--- src/design/trcg_pkg.sv ---
package trcg_pkg;

  localparam int SCREEN_WIDTH_DEF  = 240;
  localparam int SCREEN_HEIGHT_DEF = 320;

  localparam int CFG_IDX_W = 3;
  localparam logic [CFG_IDX_W-1:0] CFG_ORIGIN_X    = 3'd0;
  localparam logic [CFG_IDX_W-1:0] CFG_ORIGIN_Y    = 3'd1;
  localparam logic [CFG_IDX_W-1:0] CFG_FG_COLOR    = 3'd2;
  localparam logic [CFG_IDX_W-1:0] CFG_BG_COLOR    = 3'd3;
  localparam logic [CFG_IDX_W-1:0] CFG_PIXEL_SCALE = 3'd4;

  localparam logic [15:0] FG_COLOR_RST    = 16'hFFFF;
  localparam logic [7:0]  PIXEL_SCALE_RST = 8'd1;

  localparam logic [7:0] CHAR_NUL     = 8'h00;
  localparam logic [7:0] CHAR_NEWLINE = 8'h0A;
  localparam logic [7:0] CHAR_LOWER_A = 8'h61;
  localparam logic [7:0] CHAR_LOWER_Z = 8'h7A;
  localparam logic [7:0] CASE_OFFSET  = 8'h20;

  localparam int GLYPH_COLS = 5;
  localparam int GLYPH_ROWS = 7;
  localparam logic [2:0] COL_SPACER = 3'd5;
  localparam logic [2:0] ROW_LAST   = 3'd6;

  typedef struct packed {
    logic [15:0] col;
    logic [15:0] row;
    logic        halted;
  } cursor_t;

  typedef struct packed {
    logic [15:0] x;
    logic [15:0] y;
    logic [7:0]  w;
    logic [10:0] h;
  } rect_req_t;

  typedef struct packed {
    logic [15:0] x0;
    logic [15:0] y0;
    logic [15:0] x1;
    logic [15:0] y1;
    logic        visible;
  } rect_clip_t;

  typedef enum logic [1:0] {
    ST_IDLE,
    ST_LOAD,
    ST_DRAW,
    ST_UPDATE
  } gen_state_t;

  // Five column bytes, column 0 in the top byte; bit n of a byte is glyph row n.
  function automatic logic [39:0] glyph_bits(input logic [7:0] code);
    logic [7:0]  c;
    logic [39:0] g;
    c = code;
    if (code >= CHAR_LOWER_A && code <= CHAR_LOWER_Z) begin
      c = code - CASE_OFFSET;
    end
    case (c)
      8'h30: g = {8'h3E, 8'h51, 8'h49, 8'h45, 8'h3E};
      8'h31: g = {8'h00, 8'h42, 8'h7F, 8'h40, 8'h00};
      8'h32: g = {8'h42, 8'h61, 8'h51, 8'h49, 8'h46};
      8'h33: g = {8'h21, 8'h41, 8'h45, 8'h4B, 8'h31};
      8'h34: g = {8'h18, 8'h14, 8'h12, 8'h7F, 8'h10};
      8'h35: g = {8'h27, 8'h45, 8'h45, 8'h45, 8'h39};
      8'h36: g = {8'h3C, 8'h4A, 8'h49, 8'h49, 8'h30};
      8'h37: g = {8'h01, 8'h71, 8'h09, 8'h05, 8'h03};
      8'h38: g = {8'h36, 8'h49, 8'h49, 8'h49, 8'h36};
      8'h39: g = {8'h06, 8'h49, 8'h49, 8'h29, 8'h1E};
      8'h41: g = {8'h7E, 8'h11, 8'h11, 8'h11, 8'h7E};
      8'h42: g = {8'h7F, 8'h49, 8'h49, 8'h49, 8'h36};
      8'h43: g = {8'h3E, 8'h41, 8'h41, 8'h41, 8'h22};
      8'h44: g = {8'h7F, 8'h41, 8'h41, 8'h22, 8'h1C};
      8'h45: g = {8'h7F, 8'h49, 8'h49, 8'h49, 8'h41};
      8'h46: g = {8'h7F, 8'h09, 8'h09, 8'h09, 8'h01};
      8'h47: g = {8'h3E, 8'h41, 8'h49, 8'h49, 8'h7A};
      8'h48: g = {8'h7F, 8'h08, 8'h08, 8'h08, 8'h7F};
      8'h49: g = {8'h00, 8'h41, 8'h7F, 8'h41, 8'h00};
      8'h4A: g = {8'h20, 8'h40, 8'h41, 8'h3F, 8'h01};
      8'h4B: g = {8'h7F, 8'h08, 8'h14, 8'h22, 8'h41};
      8'h4C: g = {8'h7F, 8'h40, 8'h40, 8'h40, 8'h40};
      8'h4D: g = {8'h7F, 8'h02, 8'h0C, 8'h02, 8'h7F};
      8'h4E: g = {8'h7F, 8'h04, 8'h08, 8'h10, 8'h7F};
      8'h4F: g = {8'h3E, 8'h41, 8'h41, 8'h41, 8'h3E};
      8'h50: g = {8'h7F, 8'h09, 8'h09, 8'h09, 8'h06};
      8'h51: g = {8'h3E, 8'h41, 8'h51, 8'h21, 8'h5E};
      8'h52: g = {8'h7F, 8'h09, 8'h19, 8'h29, 8'h46};
      8'h53: g = {8'h46, 8'h49, 8'h49, 8'h49, 8'h31};
      8'h54: g = {8'h01, 8'h01, 8'h7F, 8'h01, 8'h01};
      8'h55: g = {8'h3F, 8'h40, 8'h40, 8'h40, 8'h3F};
      8'h56: g = {8'h1F, 8'h20, 8'h40, 8'h20, 8'h1F};
      8'h57: g = {8'h7F, 8'h20, 8'h18, 8'h20, 8'h7F};
      8'h58: g = {8'h63, 8'h14, 8'h08, 8'h14, 8'h63};
      8'h59: g = {8'h03, 8'h04, 8'h78, 8'h04, 8'h03};
      8'h5A: g = {8'h61, 8'h51, 8'h49, 8'h45, 8'h43};
      8'h3A: g = {8'h00, 8'h36, 8'h36, 8'h00, 8'h00};
      8'h2E: g = {8'h00, 8'h60, 8'h60, 8'h00, 8'h00};
      8'h2D: g = {8'h08, 8'h08, 8'h08, 8'h08, 8'h08};
      8'h2F: g = {8'h20, 8'h10, 8'h08, 8'h04, 8'h02};
      8'h21: g = {8'h00, 8'h00, 8'h5F, 8'h00, 8'h00};
      default: g = '0;
    endcase
    return g;
  endfunction

endpackage

--- src/design/trcg_clip.sv ---
module trcg_clip #(
  parameter int SCREEN_WIDTH  = trcg_pkg::SCREEN_WIDTH_DEF,
  parameter int SCREEN_HEIGHT = trcg_pkg::SCREEN_HEIGHT_DEF
) (
  input  trcg_pkg::rect_req_t  req,
  output trcg_pkg::rect_clip_t clip
);

  localparam logic [16:0] W17 = 17'(SCREEN_WIDTH);
  localparam logic [16:0] H17 = 17'(SCREEN_HEIGHT);
  localparam logic [15:0] W_MAX = 16'(SCREEN_WIDTH - 1);
  localparam logic [15:0] H_MAX = 16'(SCREEN_HEIGHT - 1);

  logic [16:0] x_end;
  logic [16:0] y_end;
  logic        on_screen;

  assign x_end     = {1'b0, req.x} + 17'(req.w) - 17'd1;
  assign y_end     = {1'b0, req.y} + 17'(req.h) - 17'd1;
  assign on_screen = ({1'b0, req.x} < W17) && ({1'b0, req.y} < H17);

  always_comb begin
    clip = '0;
    if (on_screen) begin
      clip.x0      = req.x;
      clip.y0      = req.y;
      clip.x1      = (x_end >= W17) ? W_MAX : x_end[15:0];
      clip.y1      = (y_end >= H17) ? H_MAX : y_end[15:0];
      clip.visible = 1'b1;
    end
  end

endmodule

--- config.mk ---
export PLATFORM = sky130hd
export DESIGN_NAME = trcg_clip
export DESIGN_NICKNAME = d
export VERILOG_FILES = /design/src/design/trcg_pkg.sv /design/src/design/trcg_clip.sv
export SDC_FILE = /design/constraint.sdc
export NUM_CORES = 1
export LEC_CHECK = 0
export BUFFER_PORTS_ARGS = -buffer_cell sky130_fd_sc_hd__buf_4
export CAP_MARGIN = 20
export CORE_AREA = 5 5 81 83
export DETAILED_ROUTE_END_ITERATION = 10
export DIE_AREA = 0 0 86 88
export GPL_TIMING_DRIVEN = 0
export PLACE_DENSITY = 0.81
export SLEW_MARGIN = 20
export SYNTH_ARGS = -nofsm -noshare
export SYNTH_HDL_FRONTEND = slang
export SYNTH_SLANG_ARGS = --single-unit
--- constraint.sdc ---
create_clock -name vclk -period 4.2
set_input_delay 0.42 -clock vclk [all_inputs]
set_output_delay 0.42 -clock vclk [all_outputs]
set_load 0.01 [all_outputs]
; ---- Word level (Yosys, flattened, before mapping)
; Cells that the tools add are included.
[totals]
latch_bits = 0
mem_count = 0
in_bits = 51
elab_cells = 12
output_inout_bits = 65
ram_bits = 0
ff_bits = 0
romBits = 0
[classes]
n_mux = 3
bitwise = 0
mul = 0
eq_ne = 0
magnitude_cmp = 4
addsub = 4
n_div = 0
n_reduce_logical = 1
n_shift = 0
[ops]
columns = cell, count
row1 = 65-bit two-way mux, 1
row2 = "17-bit by 1-bit subtractor with 17-bit output, second input constant", 2
row3 = 16-bit two-way mux, 2
row4 = 16-bit by 11-bit adder with 17-bit output, 1
row5 = 16-bit by 8-bit adder with 17-bit output, 1
row6 = "17-bit by 8-bit greater-or-equal comparator with 1-bit output, second input constant", 1
row7 = "17-bit by 9-bit greater-or-equal comparator with 1-bit output, second input constant", 1
row8 = "16-bit by 8-bit less-than comparator with 1-bit output, second input constant", 1
row9 = "16-bit by 9-bit less-than comparator with 1-bit output, second input constant", 1
row10 = 1-bit logical AND, 1

; ---- Logic depth before layout (Yosys ltp)
[logic_depth]
ltp_word = 5
depth_mapped = 12
ltp_nobuf = 12

; ---- Least setup slack after synthesis
; Ideal clock, no wire load.
[synth_path]
path_kind = in2out
start = input port req[36] (netlist bit)
end = output port clip[21] (netlist bit)
n_path_buf = 0
path_stages = 12
arrival_ns = 3.169
required_time_ns = 3.780
path_slack_ns = 0.611
path_cell_list = inv_1 > ha_1 > inv_1 > ha_1 > fa_1 > a21o_1 > a221o_1 > nor3b_1 > a2111oi_2 > nand4_1 > nor4_4 > and4_1
[synth_rtl]
columns = item, line
row1 = start: declaration, trcg_clip.sv:5  ; input trcg_pkg::rect_req_t req,
row2 = end: declaration, trcg_clip.sv:6  ; output trcg_pkg::rect_clip_t clip

==> flow_summary.toml <==
[finish]
nClkBuffers = 0
nNetsFinal = 644
syn_to_final_growth_pct = 32.5
seq_cell_count = 0
drive_above_1_share_pct = 25.0
final_area_mm2 = 0.00368
seqCellArea_um2 = 0
n_antenna_cell = 0

[setup_path]
required_ns = 3.78
path_cells = "buf_4, inv_1, ha_1, inv_1, ha_1, fa_1, a21o_1, a221o_1, o211ai_1, mux2i_1, o211ai_1, nor4_4, and4_1, buf_4"
crit_arrival_ns = 3.59
cp-startpoint = "req[36]"
path_depth = 14
worstSetupEndpointType = "output pin"
start_kind = "input port"
crit_end = "clip[21]"
cpPeakStageDelay_ns = 0.41
path_buf_inv = 4
cp_top_family = "compound AO/OA/AOI/OAI gates"
crit_path_max_fanout = 8
slowest_stage = "fa_1"
path_class = "input port to output pin"

[grt]
grt_pass1_wl_um = 12400
grt_antenna_before_repair = 0
grt_pass1_vias = 2906
overflow = 0
grt_usage_pct = 18.9
grt_max_degree = 11

[synthesis]
yosys_warnings = 0
netlist_instances = 416
synth_area_leaders = "ha_1, inv_1, nor2_1, buf_4, a21oi_1"
synth_top_area_share_pct = 26.1
ys_top_cells_by_count = "inv_1, ha_1, nor2_1"
syn-cell-area_mm2 = 0.00278
synth_top_area_cell = "ha_1"
yosysUniqueCellTypes = 58
synthMostInstantiatedCell = "inv_1"
synth_area_per_cell_um2 = 6.68
yosysSeqAreaShare_pct = 0

[min_path]
min_from = "req[38]"
hold_path_class = "input port to output pin"

[pwr]
power_frac_comb_pct = 100.0
seqPwrFrac_pct = 0
power_density_mw_per_mm2 = 135
internal-power_w = 0.000217
clkPwrFrac_pct = 0
vdd_ir_drop_max_mv = 0.0791
power_w = 0.000497
leakage_nw = 2.17
swShare_pct = 56.3
p_sw_w = 0.000280

[timing]
final.setup.worst_slack_ns = 0.191
max_freq_mhz = 249
setup_viol = 0
setup_tns_ns = 0
post-route-period-util_pct = 95.4
relSlewSlack_pct = 56.0
worst_slew_pin_slew_ns = 0.655
fin_crit_ns = 4.01
hold_viol_final = 0
rsz0062_at_grt = "no"
slew_violations = 0

[placed_design]
gp_congestion = 0.883
placed_cell_area_mm2 = 0.00368
dpl.hpwl_um = 6740
port_buffers = 101
post-place-ws_ns = 0.193

[detailed_routing]
first_pass_iters = 4
drt-initial-drc-count = 114
route.vias.total = 3102
drc_errors = 0
avgRoutedWirePerCell_um = 12.6
drt-total-wl_um = 7650
ant_nets = 0
vias_per_cell = 5.12

[cts]
cts_setup_buffers = 0
post_cts_resized = 0
hold_buffers = 0

[die]
io_pins = 116
rows = 28
die_x_um = 86
die_h_um = 88
start_util_pct = 48.1
dieArea_mm2 = 0.00757
core_mm2 = 0.00578

[run]
cap_violations = 0

[status]
status = "finished, final reports clean"
==> cell type report <==
class | instances | area, um^2
inverter | 100 | 375
buffer | 28 | 168
multi-input combinational | 302 | 2290
tap | 75 | 93.8
timing repair buffer | 101 | 758
fill | 540 | 2100
==> placed cells by master (no fill, tap or decap), types with 2 or more instances in the layout <==
master,Yosys,final
ha_1,58,58
buf_1,4,4
buf_2,2,2
fa_1,2,2
nor4_4,3,3
and3_1,5,5
o31a_1,2,2
buf_4,16,117
a211o_1,2,2
a31oi_1,11,11
inv_1,99,99
or2_2,4,4
nand2b_1,2,2
a21o_1,8,8
o21bai_1,3,3
o221ai_1,2,2
nand4b_1,2,2
xnor2_1,9,9
a41oi_1,6,6
o21ai_1,3,3
mux2i_1,5,5
nor3_1,2,2
clkbuf_1,6,6
a21oi_1,22,22
xor2_1,9,9
o22ai_1,2,2
nor2b_1,4,4
nand4_1,4,4
nand2_1,20,20
a211oi_1,5,5
or3b_1,2,2
nand3b_1,2,2
nor2_1,44,44
a221o_1,3,3
o21ai_0,7,7
o41a_1,2,2
o211ai_1,6,6
conb_1,1,15
nand3_1,8,8
==> stage by stage <==
step	hold WS [ns]	std cells	util, %
after floorplan	0.952	430	-
after global placement	1.17	606	63.7
after detailed placement	1.17	606	63.7
after CTS	1.18	606	63.7
after global routing	1.20	606	63.7
final	1.17	606	63.7
==> cells by family after synthesis <==
family,share of synthesized area (%)
adder cells (fa/ha/maj),27.5
AO/OA/AOI/OAI,25.2
XOR/XNOR,5.67
multiplexers,1.80
other,0.135
buffers and inverters,19.5
AND/OR/NAND/NOR,20.1
==> worst min-delay path by stage <==
stage / slack [ns] / cells after the start / endpoint
floorplan: 0.95 / 2 / clip[33]
global placement: 1.17 / 4 / clip[34]
detailed placement: 1.17 / 4 / clip[52]
CTS: 1.18 / 4 / clip[50]
global route: 1.20 / 4 / clip[50]
finish: 1.17 / 4 / clip[52]
==> power groups by stage <==
stage | registers (W) | clock network, W | logic (W)
after detailed placement | 0 | 0 | 0.000490
after floorplan | 0 | 0 | 0.000374
after global placement | 0 | 0 | 0.000476
after global routing | 0 | 0 | 0.000555
final | 0 | 0 | 0.000497
after CTS | 0 | 0 | 0.000494
==> layer usage <==
metal	vias to the layer above	wire length (um)	GRT usage [%]
met3	6	415	0.753
met2	86	3850	35.0
met4	0	76	2.16
li1	1621	-	-
met5	-	0	0
met1	1389	3310	24.9
==> tightest hold or removal path: cells and delay by family <==
| kind | cells | cell delay, ns |
|---|---|---|
| buffers and inverters | 3 | 0.23 |
| AND/OR/NAND/NOR | 1 | 0.09 |
(Power assumes the default switching activity.)
